File: src/rtl/core/tld_pkg.sv
// ----------------------------------------------------------------------------
// tld_pkg
// Types and constants shared by the tty line discipline modules.
// ----------------------------------------------------------------------------
`timescale 1ns / 1ps
`default_nettype none

package tld_pkg;

  // character codes used by the translations and echoes
  localparam logic [7:0] ChNl    = 8'd10;
  localparam logic [7:0] ChCr    = 8'd13;
  localparam logic [7:0] ChSpace = 8'd32;

  // register reset values
  localparam logic [5:0] ModeReset     = 6'd60;
  localparam logic [7:0] EraseReset    = 8'd8;
  localparam logic [7:0] KillReset     = 8'd21;
  localparam logic [7:0] EofReset      = 8'd4;
  localparam logic [7:0] EolReset      = 8'd10;
  localparam logic [7:0] IntrReset     = 8'd3;
  localparam logic [7:0] SuspReset     = 8'd26;
  localparam logic [8:0] MaxLineReset  = 9'd256;

  // mode flag bits
  localparam int ModeNlToCr  = 0;
  localparam int ModeIgnCr   = 1;
  localparam int ModeCrToNl  = 2;
  localparam int ModeCanon   = 3;
  localparam int ModeEcho    = 4;
  localparam int ModeEchoNl  = 5;

  // result steps of one item, emitted lowest bit first
  localparam int StepWr   = 0;
  localparam int StepE0   = 1;
  localparam int StepE1   = 2;
  localparam int StepE2   = 3;
  localparam int StepTerm = 4;
  localparam int StepDone = 5;
  localparam int NumSteps = 6;

  // descriptor queue between front and back
  localparam int QDepth   = 4;
  localparam int QPtrW    = $clog2(QDepth);
  localparam int QCntW    = $clog2(QDepth + 1);

  typedef enum logic [2:0] {
    REG_MODE     = 3'd0,
    REG_ERASE    = 3'd1,
    REG_KILL     = 3'd2,
    REG_EOF      = 3'd3,
    REG_EOL      = 3'd4,
    REG_INTR     = 3'd5,
    REG_SUSP     = 3'd6,
    REG_MAX_LINE = 3'd7
  } reg_idx_e;

  typedef enum logic [1:0] {
    DEST_ECHO  = 2'd0,
    DEST_WRITE = 2'd1,
    DEST_LINE  = 2'd2
  } dest_e;

  typedef struct packed {
    logic [NumSteps-1:0] steps;
    logic [7:0]          ch;
    logic [8:0]          wr_pos;
    logic [7:0]          echo_ch;
    logic [8:0]          len;
  } desc_t;

endpackage

`default_nettype wire

File: src/rtl/core/tty_line_discipline.sv
// ----------------------------------------------------------------------------
// tty_line_discipline
// Canonical tty line discipline: input translations, erase/kill editing,
// echo generation and line completion, one received character per beat.
// ----------------------------------------------------------------------------
//
//   channel   direction  handshake               payload
//   input     in         in_valid_i / in_stall_o  in_char_i
//   result    out        out_valid_o / out_stall_i dest_o out_char_o position_o
//                                                 last_o
//   config    in         cfg_we_i                 cfg_idx_i cfg_data_i
//
// the front takes one character per cycle while its 4-entry descriptor
// queue has room; the back emits one result beat per cycle unless the output
// stalls, so a character holds the back for its 1 to 4 result beats and the
// sustained rate is set by that single result register.
// reset is immediate: no clearing pass, line length and queue start empty.
// output stall holds the result register and the back; the queue then
// absorbs up to four characters before in_stall_o rises.
`timescale 1ns / 1ps
`default_nettype none

module tty_line_discipline import tld_pkg::*; #(
  parameter int MAX_LINE         = 256,
  parameter int CURSOR_LEFT_CODE = 8
) (
  input  wire logic       clk_i,
  input  wire logic       rst_ni,
  input  wire logic       cfg_we_i,
  input  wire logic [2:0] cfg_idx_i,
  input  wire logic [8:0] cfg_data_i,
  input  wire logic       in_valid_i,
  output logic            in_stall_o,
  input  wire logic [7:0] in_char_i,
  output logic            out_valid_o,
  input  wire logic       out_stall_i,
  output logic [1:0]      dest_o,
  output logic [7:0]      out_char_o,
  output logic [8:0]      position_o,
  output logic            last_o
);

  logic  push, pop, q_full, q_empty;
  desc_t push_desc, pop_desc;

  tld_front #(
    .MAX_LINE         (MAX_LINE),
    .CURSOR_LEFT_CODE (CURSOR_LEFT_CODE)
  ) u_front (
    .clk_i      (clk_i),
    .rst_ni     (rst_ni),
    .cfg_we_i   (cfg_we_i),
    .cfg_idx_i  (cfg_idx_i),
    .cfg_data_i (cfg_data_i),
    .in_valid_i (in_valid_i),
    .in_char_i  (in_char_i),
    .q_full_i   (q_full),
    .in_stall_o (in_stall_o),
    .push_o     (push),
    .desc_o     (push_desc)
  );

  tld_queue u_queue (
    .clk_i       (clk_i),
    .rst_ni      (rst_ni),
    .push_i      (push),
    .push_data_i (push_desc),
    .pop_i       (pop),
    .pop_data_o  (pop_desc),
    .full_o      (q_full),
    .empty_o     (q_empty)
  );

  tld_back u_back (
    .clk_i       (clk_i),
    .rst_ni      (rst_ni),
    .q_data_i    (pop_desc),
    .q_empty_i   (q_empty),
    .pop_o       (pop),
    .out_valid_o (out_valid_o),
    .out_stall_i (out_stall_i),
    .dest_o      (dest_o),
    .out_char_o  (out_char_o),
    .position_o  (position_o),
    .last_o      (last_o)
  );

endmodule

`default_nettype wire

File: src/rtl/core/tld_front.sv
// ----------------------------------------------------------------------------
// tld_front
// Holds the registers and line length, translates and classifies each
// received character into a descriptor of the results it causes.
// ----------------------------------------------------------------------------
`timescale 1ns / 1ps
`default_nettype none

module tld_front import tld_pkg::*; #(
  parameter int MAX_LINE         = 256,
  parameter int CURSOR_LEFT_CODE = 8
) (
  input  wire logic       clk_i,
  input  wire logic       rst_ni,
  input  wire logic       cfg_we_i,
  input  wire logic [2:0] cfg_idx_i,
  input  wire logic [8:0] cfg_data_i,
  input  wire logic       in_valid_i,
  input  wire logic [7:0] in_char_i,
  input  wire logic       q_full_i,
  output logic            in_stall_o,
  output logic            push_o,
  output desc_t           desc_o
);

  localparam int         CapLimitI = (MAX_LINE > 511) ? 511 : MAX_LINE;
  localparam logic [8:0] CapLimit  = 9'(CapLimitI);
  localparam logic [7:0] CursorLeft = 8'(CURSOR_LEFT_CODE);

  logic [5:0] mode_q;
  logic [7:0] erase_q, kill_q, eof_q, eol_q, intr_q, susp_q;
  logic [8:0] max_line_q;
  logic [8:0] len_q, len_d;

  logic       accept;
  logic [7:0] c0, ch;
  logic       ignore;
  logic [8:0] cap, store_pos, pos_inc, len_after, final_len;
  logic       canon, is_erase, is_kill, ends;
  desc_t      desc;

  always_ff @(posedge clk_i or negedge rst_ni) begin
    if (!rst_ni) begin
      mode_q     <= ModeReset;
      erase_q    <= EraseReset;
      kill_q     <= KillReset;
      eof_q      <= EofReset;
      eol_q      <= EolReset;
      intr_q     <= IntrReset;
      susp_q     <= SuspReset;
      max_line_q <= MaxLineReset;
    end else if (cfg_we_i) begin
      case (reg_idx_e'(cfg_idx_i))
        REG_MODE:     mode_q     <= cfg_data_i[5:0];
        REG_ERASE:    erase_q    <= cfg_data_i[7:0];
        REG_KILL:     kill_q     <= cfg_data_i[7:0];
        REG_EOF:      eof_q      <= cfg_data_i[7:0];
        REG_EOL:      eol_q      <= cfg_data_i[7:0];
        REG_INTR:     intr_q     <= cfg_data_i[7:0];
        REG_SUSP:     susp_q     <= cfg_data_i[7:0];
        REG_MAX_LINE: max_line_q <= cfg_data_i;
        default: ;
      endcase
    end
  end

  // input translations
  assign c0     = (in_char_i == ChNl && mode_q[ModeNlToCr]) ? ChCr : in_char_i;
  assign ignore = (c0 == ChCr) && mode_q[ModeIgnCr];
  assign ch     = (c0 == ChCr && mode_q[ModeCrToNl]) ? ChNl : c0;

  assign cap = (max_line_q == 9'd0) ? 9'd1 :
               ((max_line_q > CapLimit) ? CapLimit : max_line_q);
  // saturate to the last slot after max_line was lowered
  assign store_pos = (len_q < cap) ? len_q : cap - 9'd1;
  assign pos_inc   = store_pos + 9'd1;

  assign canon    = mode_q[ModeCanon];
  assign is_erase = (ch == erase_q);
  assign is_kill  = (ch == kill_q);

  always_comb begin
    desc        = '0;
    desc.ch     = ch;
    desc.wr_pos = store_pos;
    desc.echo_ch = ch;
    len_after   = pos_inc;
    ends        = 1'b0;
    final_len   = 9'd0;
    len_d       = len_q;

    if (canon && is_erase) begin
      len_after = (len_q != 9'd0) ? len_q - 9'd1 : len_q;
    end else if (canon && is_kill) begin
      len_after = 9'd0;
    end else begin
      desc.steps[StepWr] = 1'b1;
    end

    if (mode_q[ModeEcho]) begin
      desc.steps[StepE0] = 1'b1;
      if (canon && is_erase) begin
        desc.steps[StepE1] = 1'b1;
        desc.steps[StepE2] = 1'b1;
        desc.echo_ch       = CursorLeft;
      end else if (canon && is_kill) begin
        desc.echo_ch = ChNl;
      end
    end else if (ch == ChNl && mode_q[ModeEchoNl]) begin
      desc.steps[StepE0] = 1'b1;
      desc.echo_ch       = ChNl;
    end

    if (canon) begin
      ends = (ch == eof_q || ch == eol_q || ch == intr_q || ch == susp_q ||
              len_after >= cap) && !is_erase;
      final_len = (len_after >= cap) ? cap - 9'd1 : len_after;
      if (ends) begin
        desc.steps[StepTerm] = 1'b1;
        desc.steps[StepDone] = 1'b1;
        desc.len             = final_len;
        len_d                = 9'd0;
      end else begin
        len_d = len_after;
      end
    end else begin
      desc.steps[StepDone] = 1'b1;
      desc.len             = len_after;
      len_d                = 9'd0;
    end
  end

  assign in_stall_o = q_full_i;
  assign accept     = in_valid_i && !q_full_i;
  assign push_o     = accept && !ignore && (desc.steps != '0);
  assign desc_o     = desc;

  always_ff @(posedge clk_i or negedge rst_ni) begin
    if (!rst_ni) begin
      len_q <= 9'd0;
    end else if (accept && !ignore) begin
      len_q <= len_d;
    end
  end

endmodule

`default_nettype wire

File: src/rtl/core/tld_queue.sv
// ----------------------------------------------------------------------------
// tld_queue
// Short descriptor queue that decouples the classifier from the emitter.
// ----------------------------------------------------------------------------
`timescale 1ns / 1ps
`default_nettype none

module tld_queue import tld_pkg::*; (
  input  wire logic  clk_i,
  input  wire logic  rst_ni,
  input  wire logic  push_i,
  input  desc_t      push_data_i,
  input  wire logic  pop_i,
  output desc_t      pop_data_o,
  output logic       full_o,
  output logic       empty_o
);

  desc_t             mem_q [QDepth];
  logic [QPtrW-1:0]  wr_ptr_q, rd_ptr_q;
  logic [QCntW-1:0]  cnt_q;
  logic              do_push, do_pop;

  assign full_o     = (cnt_q == QCntW'(QDepth));
  assign empty_o    = (cnt_q == '0);
  assign do_push    = push_i && !full_o;
  assign do_pop     = pop_i && !empty_o;
  assign pop_data_o = mem_q[rd_ptr_q];

  always_ff @(posedge clk_i) begin
    if (do_push) begin
      mem_q[wr_ptr_q] <= push_data_i;
    end
  end

  always_ff @(posedge clk_i or negedge rst_ni) begin
    if (!rst_ni) begin
      wr_ptr_q <= '0;
      rd_ptr_q <= '0;
      cnt_q    <= '0;
    end else begin
      if (do_push) begin
        wr_ptr_q <= wr_ptr_q + QPtrW'(1);
      end
      if (do_pop) begin
        rd_ptr_q <= rd_ptr_q + QPtrW'(1);
      end
      if (do_push && !do_pop) begin
        cnt_q <= cnt_q + QCntW'(1);
      end else if (do_pop && !do_push) begin
        cnt_q <= cnt_q - QCntW'(1);
      end
    end
  end

endmodule

`default_nettype wire

File: src/rtl/core/tld_back.sv
// ----------------------------------------------------------------------------
// tld_back
// Expands one descriptor into its result beats, one beat per cycle unless
// the output stalls, through a registered output.
// ----------------------------------------------------------------------------
`timescale 1ns / 1ps
`default_nettype none

module tld_back import tld_pkg::*; (
  input  wire logic       clk_i,
  input  wire logic       rst_ni,
  input  desc_t           q_data_i,
  input  wire logic       q_empty_i,
  output logic            pop_o,
  output logic            out_valid_o,
  input  wire logic       out_stall_i,
  output logic [1:0]      dest_o,
  output logic [7:0]      out_char_o,
  output logic [8:0]      position_o,
  output logic            last_o
);

  desc_t               cur_q;
  logic [NumSteps-1:0] steps_q, steps_d;
  logic [NumSteps-1:0] pick, rem;
  logic                can_emit, emit, free;
  logic                out_valid_q, out_valid_d;
  dest_e               dest_q, dest_d;
  logic [7:0]          char_q, char_d;
  logic [8:0]          pos_q, pos_d;
  logic                last_q, last_d;

  // lowest pending step goes next
  assign pick     = steps_q & (~steps_q + NumSteps'(1));
  assign rem      = steps_q & ~pick;
  assign can_emit = !out_valid_q || !out_stall_i;
  assign emit     = can_emit && (steps_q != '0);
  assign free     = (steps_q == '0) || (emit && rem == '0);
  assign pop_o    = free && !q_empty_i;

  always_comb begin
    steps_d = steps_q;
    if (pop_o) begin
      steps_d = q_data_i.steps;
    end else if (emit) begin
      steps_d = rem;
    end
  end

  always_comb begin
    dest_d = DEST_ECHO;
    char_d = 8'd0;
    pos_d  = 9'd0;
    last_d = (rem == '0);
    if (pick[StepWr]) begin
      dest_d = DEST_WRITE;
      char_d = cur_q.ch;
      pos_d  = cur_q.wr_pos;
    end else if (pick[StepE0] || pick[StepE2]) begin
      char_d = cur_q.echo_ch;
    end else if (pick[StepE1]) begin
      char_d = ChSpace;
    end else if (pick[StepTerm]) begin
      dest_d = DEST_WRITE;
      pos_d  = cur_q.len;
    end else begin
      dest_d = DEST_LINE;
      pos_d  = cur_q.len;
    end
  end

  always_comb begin
    out_valid_d = out_valid_q;
    if (emit) begin
      out_valid_d = 1'b1;
    end else if (!out_stall_i) begin
      out_valid_d = 1'b0;
    end
  end

  always_ff @(posedge clk_i or negedge rst_ni) begin
    if (!rst_ni) begin
      steps_q     <= '0;
      out_valid_q <= 1'b0;
    end else begin
      steps_q     <= steps_d;
      out_valid_q <= out_valid_d;
    end
  end

  always_ff @(posedge clk_i) begin
    if (pop_o) begin
      cur_q <= q_data_i;
    end
    if (emit) begin
      dest_q <= dest_d;
      char_q <= char_d;
      pos_q  <= pos_d;
      last_q <= last_d;
    end
  end

  assign out_valid_o = out_valid_q;
  assign dest_o      = dest_q;
  assign out_char_o  = char_q;
  assign position_o  = pos_q;
  assign last_o      = last_q;

endmodule

`default_nettype wire

File: config.mk
export PLATFORM = sky130hd
export DESIGN_NAME = tty_line_discipline
export DESIGN_NICKNAME = d
export VERILOG_FILES = /design/src/rtl/core/tld_pkg.sv /design/src/rtl/core/tty_line_discipline.sv /design/src/rtl/core/tld_front.sv /design/src/rtl/core/tld_queue.sv /design/src/rtl/core/tld_back.sv
export SDC_FILE = /design/constraint.sdc
export NUM_CORES = 1
export LEC_CHECK = 0
export BUFFER_PORTS_ARGS = -buffer_cell sky130_fd_sc_hd__buf_2
export CAP_MARGIN = 20
export CORE_UTILIZATION = 55
export DETAILED_ROUTE_END_ITERATION = 16
export GPL_ROUTABILITY_DRIVEN = 0
export GPL_TIMING_DRIVEN = 0
export PLACE_DENSITY = 0.83
export SYNTH_ARGS = -nofsm -noshare
export SYNTH_HDL_FRONTEND = slang
export SYNTH_SLANG_ARGS = --single-unit
File: constraint.sdc
create_clock -name clk_i -period 7.9 [get_ports clk_i]
set_input_delay 0.79 -clock clk_i [delete_from_list [all_inputs] [get_ports clk_i]]
set_output_delay 0.79 -clock clk_i [all_outputs]
set_load 0.01 [all_outputs]
==> impl_metrics.yaml, run 1 <==
route:
  ant_nets: 0
  wl_per_cell_um: 21.95
  drc_errors: 0
  vias: 8616
  viasPerCell: 6.298
  drt_iter0_markers: 1036
  firstDrtPassIters: 5
  drt_wl_total_um: 30030
clock_tree:
  cts_sinks: 296
  path_clk_slew_ns: 0.06
  postCtsHoldBufs: 0
  post_cts_buffers: 0
  cts_resized: 0
  htreeDepth: 1
  cts_tree: "done"
  clock_latency_ns: 0.58
  clk_path_buf_depth: 3
  cts_inserted_buffers: 30
  cts-root-buf: "clkbuf_16"
sta:
  layout_setup_ws_ns: 0.4379
  fin_crit_sh_pct: 94.46
  hold_violations: 0
  fmax_mhz: 134.0
  setup_viol: 0
  rsz0062_at_grt: "yes"
  slew_viol_final: 0
  tightest_slew_ns: 1.082
  whs_ns: 0.1076
  slew_headroom_pct: 27.87
  clock_skew_ns: 0.01575
  min_period_ns: 7.462
global_routing:
  grt_pass1_wl_um: 47190
  track_usage_pct: 24.00
  grt_max_degree: 69
  antenna_found_initial: 0
  overflow: 0
  grt_pass1_vias: 8439
worst_setup_path:
  cp_max_fo: 39
  startpoint: "u_front.max_line_q[8]"
  critPathTopFamily: "simple AND/OR/NAND/NOR gates"
  crit_required_ns: 8.09
  r2r_slack_ns: 0.44
  cp.arrival_ns: 7.65
  cp-endpoint: "u_queue.mem_q[1][37]"
  critPathCaptureType: "register"
  cpPeakStageDelay_ns: 0.94
  worstRegToRegCells: 25
  path_class: "register to register"
  cp_slowest_cell: "and2_2"
  rr_endpoint: "u_queue.mem_q[1][37]"
  startpoint_type: "register"
  critical_path_depth: 25
  crit_buf_inv: 3
  worst_r2r_startpoint: "u_front.max_line_q[8]"
floorplan:
  rows: 57
  core_area_um2: 24390
  io_pins: 47
  dieArea_um2: 25570
  die_w_um: 159.9
  start_util_pct: 56.23
  die_y_um: 159.9
outcome:
  status: "finished, final reports clean"
run:
  drv_cap: 0
synth:
  seq_area_frac_synth_pct: 61.82
  synth_most_common_cell: "edfxtp_1"
  synth_common_cells: "210 x edfxtp_1, 69 x dfrtp_1, 66 x mux2_2, 48 x nand2_1, 39 x mux4_2"
  synthFlopType: "edfxtp_1"
  yosysUniqueCellTypes: 87
  synth.ff_latch_count: 296
  synth_top_area_cell: "edfxtp_1"
  synth_top_area_share_pct: 45.98
  ys_warn_count: 0
  syn_avg_cell_area_um2: 14.50
  syn-instance-count: 946
  synth_edf_count: 210
  synth_area_um2: 13720
  async_reset_ff_share_pct: 29.05
  synth_nets: 997
  synthTopCellsByArea: "edfxtp_1 46%, dfrtp_1 13%, mux4_2 6.4%, mux2_2 5.4%, dfstp_2 3.3%"
pwr:
  power.density_nw_per_um2: 424.7
  irDropWorstVdd_mv: 0.2376
  totalPowerFinal_mw: 6.536
  p_leak_nw: 5.639
place:
  pre_cts_slack_ns: 0.5568
  portBuffers: 37
  post-dp-hpwl_um: 19520
cells_and_area:
  nFillCells: 1774
  antennaDiodeCount: 0
  area_growth_pct: 12.20
  drive_gt1_share_pct: 23.85
  nets: 1071
  final_util_pct: 63.09
worst_hold_path:
  hold_path.class: "input port to async pin"
-- power breakdown --
group / total [mW] / leakage (nW) / internal, mW / switching, mW
Sequential: 2.64 / 2.98 / 2.42 / 0.222
Clock: 1.42 / 0.489 / 0.820 / 0.601
Combinational: 2.47 / 2.17 / 0.979 / 1.49
Total: 6.54 / 5.64 / 4.22 / 2.32
-- flip-flops by register name, summed over array words and instances, names as in the netlist, 3 cells and up --
name                count
u_back.out_char_o       8
u_front.susp_q          8
u_front.intr_q          8
u_front.len_q           9
u_queue.mem_q         156
u_back.cur_q           34
u_front.erase_q         8
u_front.mode_q          6
u_queue.cnt_q           3
u_back.position_o       9
u_front.kill_q          8
u_front.eol_q           8
u_back.steps_q          6
u_front.eof_q           8
u_front.max_line_q      9
-- kinds of logic after synthesis --
family,count (synthesis),share of synthesized area (%)
muxes,114,12.52
AOI/OAI and AO/OA,164,8.803
buffers and inverters,81,2.417
adders and majority gates,27,2.500
DFF,296,61.82
xor gates and xnor gates,55,3.512
and+or+nand+nor,209,8.429
-- area by class of cell --
cell class / instances / area, µm² / area share (%)
well taps: 324 / 405.4 / 2.634
inverters: 34 / 127.6 / 0.8293
clock inverters: 18 / 197.7 / 1.285
clock buffers: 38 / 800.8 / 5.204
repair buffers: 42 / 257.7 / 1.675
plain buffers: 47 / 203.9 / 1.325
multi-input cells: 569 / 4916 / 31.95
flip-flops and latches: 296 / 8479 / 55.10
-- per-layer routing --
metal	vias to the layer above	GRT usage [%]	routed length, µm
li1	3818	-	-
met1	4269	32.70	12380
met2	448	40.55	14550
met3	81	2.987	2097
met4	0	7.446	998
met5	-	0	0
-- worst min path at each step --
| stage | start | slack (ns) | depth (start not counted) | endpoint |
|---|---|---|---|---|
| after floorplan | u_queue.cnt_q[2] | 0.45 | 1 | u_queue.cnt_q[2] |
| after global placement | u_queue.cnt_q[2] | 0.48 | 1 | u_queue.cnt_q[2] |
| after detailed placement | u_front.mode_q[1] | 0.50 | 1 | u_front.mode_q[1] |
| after CTS | rst_ni | 0.1 | 1 | u_back.out_valid_o |
| after global routing | rst_ni | 0.11 | 1 | u_back.out_valid_o |
| final | rst_ni | 0.11 | 1 | u_back.out_valid_o |
-- per-stage QoR --
step / std cells / cell area, µm² / TNS [ns]
4_1_cts: 1366 / 15370 / 0
3_5_place_dp: 1310 / 14370 / 0
2_1_floorplan: 946 / 13720 / 0
6_report: 1368 / 15390 / 0
3_3_place_gp: 1307 / 14310 / 0
5_1_grt: 1368 / 15390 / -2.402
-- cells in the final DEF (no fill, tap or decap), types with 20 or more instances in the layout --
cell	n
xor2_1	29
edfxtp_1	210
xnor2_1	26
inv_1	32
dfrtp_1	69
clkbuf_16	30
a21oi_1	23
nor2_1	34
clkbuf_1	43
mux2_2	66
a22o_1	20
mux4_2	39
nand2_1	48
o21ai_0	29
ha_1	25
buf_2	43
Power figures use the tool's default switching activity.
==> run 2, diff against run 1 <==
--- a/config.mk
+++ b/config.mk
@@ -14,4 +14,5 @@
 export PLACE_DENSITY = 0.83
 export SYNTH_ARGS = -nofsm -noshare
 export SYNTH_HDL_FRONTEND = slang
+export SYNTH_HIERARCHICAL = 1
 export SYNTH_SLANG_ARGS = --single-unit
==> constraint.sdc (replaced) <==
create_clock -name clk_i -period 7 [get_ports clk_i]
set_input_delay 0.7 -clock clk_i [delete_from_list [all_inputs] [get_ports clk_i]]
set_output_delay 0.7 -clock clk_i [all_outputs]
set_load 0.01 [all_outputs]
==> run 2 against run 1 <==
Compared with the run above: global-route usage decreased by 0.12 points; critical path depth increased by 6; die area increased by 1.4%; synthesized area increased by 1.5%; highest routed layer unchanged; critical path type unchanged; largest cell class unchanged; cell count increased by 1.2%; wire length decreased by 0.47%; clock power increased by 21%; largest power group is now combinational cells; setup slack got worse by 0.13 ns; non-clock buffer count increased by 11; synthesized cell count increased by 0.21%.
==> impl_metrics.yaml, run 2 <==
outcome:
  status: "finished, final reports clean"
worst_setup_path:
  startpoint: "u_front/max_line_q[8]"
  cp_max_fo: 10
  cpPeakStageDelay_ns: 0.57
  critPathTopFamily: "simple AND/OR/NAND/NOR gates"
  worst_r2r_startpoint: "u_front/max_line_q[8]"
  crit_required_ns: 7.40
  crit_top_cell: "ha_1"
  cp.arrival_ns: 7.09
  critPathCaptureType: "register"
  cp_slowest_cell: "dfstp_2"
  crit_buf_inv: 4
  path_class: "register to register"
  startpoint_type: "register"
route:
  met2_length_um: 14670
  met1_length_um: 12250
  drc_errors: 0
  firstDrtPassIters: 7
  highest_layer: "met4"
  ant_nets: 0
  drt_iter0_markers: 884
  drt_wl_total_um: 29890
  vias: 8475
  wl_per_cell_um: 21.58
  met3WireLength_um: 2172
  viasPerCell: 6.119
synth:
  yosysUniqueCellTypes: 87
  synth_area_um2: 13920
  async_reset_ff_share_pct: 28.67
  synth_common_cells: "214 x edfxtp_1, 69 x dfrtp_1, 65 x mux2_2, 49 x nand2_1, 39 x mux4_2"
  synth_nets: 999
  synth_edf_count: 214
  seq_area_frac_synth_pct: 61.79
  syn_avg_cell_area_um2: 14.68
  synth.ff_latch_count: 300
  synth_top_area_share_pct: 46.17
  synthFlopType: "edfxtp_1"
  synth_most_common_cell: "edfxtp_1"
  ys_warn_count: 6
  synthTopCellsByArea: "edfxtp_1 46%, dfrtp_1 12%, mux4_2 6.3%, mux2_2 5.3%, dfstp_2 3.2%"
  syn-instance-count: 948
  synth_top_area_cell: "edfxtp_1"
clock_tree:
  cts-root-buf: "clkbuf_16"
  cts_tree: "done"
  path_clk_slew_ns: 0.05
  cts_inserted_buffers: 34
  postCtsHoldBufs: 0
  clock_latency_ns: 0.52
  htreeDepth: 2
  cts_sinks: 300
  clk_path_buf_depth: 3
floorplan:
  die_w_um: 161.1
  dieArea_um2: 25940
  die_y_um: 161.1
  core_area_um2: 24530
  start_util_pct: 56.73
  io_pins: 47
  rows: 57
cells_and_area:
  largest_register: "u_queue/mem_q"
  area_growth_pct: 14.07
  antennaDiodeCount: 0
  nFillCells: 1736
  drive_gt1_share_pct: 26.77
  reg.largest.list: "u_queue/mem_q (160), u_back/cur_q (34)"
  largest_register_ffs: 160
  layout_common_cells: "214 x edfxtp_1, 69 x dfrtp_1, 65 x mux2_2, 48 x buf_2, 47 x nand2_1"
  final_util_pct: 64.71
  final_common_cell: "edfxtp_1"
  nets: 1086
pwr:
  p_sw_share_pct: 35.56
  p_leak_nw: 5.889
  p_int_mw: 5.192
  power_frac_seq_pct: 38.1
  irDropWorstVdd_mv: 0.3118
  switchingPower_mw: 2.865
  combPwrFrac_pct: 40.5
  power.density_nw_per_um2: 507.5
  clkPwrFrac_pct: 21.4
sta:
  min_period_ns: 6.692
  fin_crit_sh_pct: 95.60
  hold_violations: 0
  tightest_slew_ns: 0.8839
  fmax_mhz: 149.4
  slew_viol_final: 0
  setup_viol: 0
  slew_headroom_pct: 40.99
  layout_setup_ws_ns: 0.3078
  clock_skew_ns: 0.01350
global_routing:
  grt_pass1_vias: 8569
  antenna_found_initial: 0
  grt_max_degree: 66
  grt_pass1_wl_um: 47640
  overflow: 0
  track_usage_pct: 23.88
place:
  pre_cts_slack_ns: -0.9759
  portBuffers: 38
  post-dp-hpwl_um: 20040
run:
  drv_cap: 0
worst_hold_path:
  hold_path.class: "input port to async pin"
-- run 2: cell count changes after synthesis, moves of 5 or more --
cell      previous run  this run
a211oi_1             9         4
a21o_1               9         4
a22o_1              20        25
and2_1               6        11
buf_4                0         5
clkbuf_1            37        25
nand2b_1             6        11
nand4_1             11         6
o21ai_1              2         7
o21bai_1             0         7
o31ai_1             13         5
-- run 2: area by class of cell --
type,count,area (µm²),area share (%)
sequential,300,8600,54.17
multi-input combinational,567,4964,31.27
clock buffer,47,942.2,5.935
tap,324,405.4,2.554
timing repair buffer,52,380.4,2.396
buffer,48,322.8,2.033
clock inverter,15,138.9,0.8748
inverter,32,122.6,0.7724
-- run 2: through the flow --
step                hold slack [ns]  total power, mW  instances  cell area, µm²  setup TNS (ns)
floorplan                    0.4044            5.215        948           13920               0
global placement             0.4596            5.939       1310           14510         -194.20
detailed placement           0.4845            6.147       1318           14670         -115.30
CTS                         0.06962            7.941       1380           15780               0
global route                0.09119            8.484       1385           15880        -0.08955
finish                      0.07423            8.057       1385           15880               0
-- run 2: worst register-to-register path, delay by kind of cell (launching register included) --
family / cells / cell delay (ns)
AND/OR/NAND/NOR: 10 / 2.16
multiplexers: 1 / 0.28
flip-flops: 1 / 0.57
AO/OA/AOI/OAI: 11 / 1.57
buffers and inverters: 4 / 0.60
adder cells (fa/ha/maj): 5 / 1.38
-- run 2: power by group through the flow --
stage	clock network, mW	logic (mW)	registers [mW]
global route	1.83	3.54	3.12
detailed placement	0	3.05	3.09
CTS	1.74	3.13	3.07
global placement	0	2.88	3.06
floorplan	0	2.17	3.04
finish	1.72	3.27	3.07
-- run 2: what timing repair did --
| item | 4_1_cts | 5_1_grt |
|---|---|---|
| pin swaps | 1 | 3 |
| resized for setup | 7 | 18 |
| setup endpoints to repair | 200 | 163 |
| setup buffers | 1 | 3 |
-- run 2: cell families after synthesis --
logic type / count (synthesis) / share of synthesized area (%)
compound gates: 150 / 7.606
xor+xnor: 56 / 3.578
flops: 300 / 61.79
buf+inv: 81 / 3.147
mux: 116 / 12.70
fa+ha+maj: 27 / 2.463
simple gates: 218 / 8.712
-- run 2: worst paths after layout --
kind | endpoint | cells after the start | slack (ns)
min in group clk_i | u_front/max_line_q[8] | 2 | 0.42
max in group asynchronous | u_front/mode_q[3] | 2 | 6.24
max reg2reg | u_queue/cnt_q[1] | 31 | 0.31
min | u_front/intr_q[5] | 1 | 0.07
min reg2reg | u_front/mode_q[1] | 1 | 0.52
max | u_queue/cnt_q[1] | 31 | 0.31
-- run 2: metal layers --
layer  up-vias  GRT usage [%]
li1       3805              -
met1      4243          31.69
met2       346          40.28
met3        81          4.083
met4         0          7.719
met5         -              0
==> run 3, diff against run 2 <==
--- a/config.mk
+++ b/config.mk
@@ -8,6 +8,7 @@
 export BUFFER_PORTS_ARGS = -buffer_cell sky130_fd_sc_hd__buf_2
 export CAP_MARGIN = 20
 export CORE_UTILIZATION = 55
+export CTS_BUF_LIST = sky130_fd_sc_hd__clkbuf_8
 export DETAILED_ROUTE_END_ITERATION = 16
 export GPL_ROUTABILITY_DRIVEN = 0
 export GPL_TIMING_DRIVEN = 0
==> constraint.sdc (replaced) <==
create_clock -name clk_i -period 7 [get_ports clk_i]
set_input_delay 0.35 -clock clk_i [delete_from_list [all_inputs] [get_ports clk_i]]
set_output_delay 0.35 -clock clk_i [all_outputs]
set_load 0.01 [all_outputs]
==> run 3 against run 2 <==
Compared with the run above: die area is the same; worst hold slack worse by 0.050 ns; register-to-register slack better by 0.04 ns; combinational power decreased by 1%; sequential cell count unchanged; wire length decreased by 2.4%; critical path depth unchanged; setup slack improved by 0.038 ns; design area fell by 0.88%; cell count rose by 2.1%; critical path type unchanged; largest cell class unchanged.
==> impl_metrics.yaml, run 3 (synthesized netlist as in run 2, its figures left out) <==
floorplan:
  io_pins: 47
  die_y_um: 161.1
  dieArea_um2: 25940
  start_util_pct: 56.73
  core_area_um2: 24530
  rows: 57
  die_w_um: 161.1
cells_and_area:
  nets: 1101
  antennaDiodeCount: 0
  final_cells: 1414
  drive_gt1_share_pct: 27.61
  layout_common_cells: "214 x edfxtp_1, 69 x dfrtp_1, 65 x mux2_2, 55 x clkbuf_8, 50 x inv_1"
  reg.largest.list: "u_queue/mem_q (160), u_back/cur_q (34)"
  register_area_um2: 8600
  nFillCells: 1738
  largest_register: "u_queue/mem_q"
  largest_register_ffs: 160
  area_growth_pct: 13.06
  final_common_cell: "edfxtp_1"
  multi_input_area_um2: 4954
worst_setup_path:
  path_class: "register to register"
  worst_r2r_startpoint: "u_front/max_line_q[8]"
  cp.arrival_ns: 7.09
  startpoint: "u_front/max_line_q[8]"
  cp_max_fo: 10
  cpPeakStageDelay_ns: 0.57
  crit_required_ns: 7.43
  startpoint_type: "register"
  cp_slowest_cell: "dfstp_2"
  critPathCaptureType: "register"
sta:
  slew_viol_final: 0
  fmax_mhz: 150.3
  tightest_slew_ns: 0.8528
  clock_skew_ns: 0.01849
  fin_crit_sh_pct: 95.06
  layout_setup_ws_ns: 0.3457
  tns_ns: 0
  min_period_ns: 6.654
  setup_viol: 0
  slew_headroom_pct: 43.06
  whs_ns: 0.02391
  hold_violations: 0
clock_tree:
  clk_path_buf_depth: 3
  path_clk_slew_ns: 0.06
  cts_sinks: 300
  cts_inserted_buffers: 48
  htreeDepth: 2
  cts_tree: "done"
  clock_latency_ns: 0.56
  cts-root-buf: "clkbuf_8"
pwr:
  power.density_nw_per_um2: 489.8
  p_leak_nw: 5.930
  irDropWorstVdd_mv: 0.2864
global_routing:
  overflow: 0
  grt_max_degree: 66
  grt_pass1_vias: 8538
  met3_usage_pct: 3.826
  antenna_found_initial: 0
  busiest_layer: "met2"
  track_usage_pct: 23.36
  grt_pass1_wl_um: 46870
  grtUsageMet2_pct: 38.77
  met1_usage_pct: 31.66
route:
  ant_nets: 0
  wl_per_cell_um: 20.64
  firstDrtPassIters: 7
  viasPerCell: 6.032
  vias: 8529
  drc_errors: 0
  drt_iter0_markers: 798
  drt_wl_total_um: 29190
place:
  dp_cells: 1318
  portBuffers: 38
  post-dp-hpwl_um: 20040
  pre_cts_slack_ns: -0.9759
worst_hold_path:
  hold_path.class: "input port to register"
  holdCritStartpoint: "cfg_data_i[8]"
outcome:
  status: "finished, final reports clean"
run:
  drv_cap: 0
==> run 3: cell type report <==
| type | count | share of cell area [%] |
|---|---|---|
| timing repair buffer | 53 | 2.481 |
| clock inverter | 35 | 1.153 |
| multi-input combinational | 567 | 31.48 |
| clock buffer | 55 | 4.811 |
| sequential | 300 | 54.65 |
| inverter | 32 | 0.7793 |
| buffer | 48 | 2.067 |
| tap | 324 | 2.576 |
==> run 3: through the flow <==
step / cell area [µm²] / util, % / total power [mW]
final: 15740 / 64.14 / 7.707
after global routing: 15740 / 64.14 / 8.153
after CTS: 15650 / 63.77 / 7.627
after detailed placement: 14670 / 59.81 / 6.147
after global placement: 14510 / 59.15 / 5.939
after floorplan: 13920 / - / 5.215
==> run 3: metal layers <==
| metal | up-vias | wire [µm] |
|---|---|---|
| met4 | 0 | 730 |
| met1 | 4224 | 12260 |
| met5 | - | 0 |
| met2 | 368 | 14310 |
| li1 | 3864 | - |
| met3 | 73 | 1896 |
==> run 3: power breakdown <==
group / switching (mW) / internal [mW]
Clock: 0.661 / 0.758
Combinational: 1.88 / 1.34
Sequential: 0.251 / 2.81
==> run 3: worst max-delay path, delay by kind of cell, from the launching register on <==
kind                     cells  cell delay, ns
AO/OA/AOI/OAI               11            1.65
adder cells (fa/ha/maj)      5            1.39
multiplexers                 1            0.28
AND/OR/NAND/NOR             10            2.05
buffers and inverters        4            0.59
flip-flops                   1            0.57
==> run 3: path summary, 6_finish.rpt <==
check	endpoint	slack (ns)	cells after the start
max reg2reg	u_queue/cnt_q[1]	0.35	31
max in group asynchronous	u_front/mode_q[3]	6.11	3
max	u_queue/cnt_q[1]	0.35	31
min in group asynchronous	u_front/intr_q[5]	0.21	2
min reg2reg	u_queue/cnt_q[2]	0.50	1
min	u_front/max_line_q[8]	0.02	2
==> run 3: timing repair <==
item                                    in CTS  in global routing
endpoints found under the setup margin     204                163
endpoints found under the hold margin       21                  0
hold buffers                                 1                  0
buffers inserted                             1                  3
pin swaps                                    1                  1
resized for setup                            7                 16
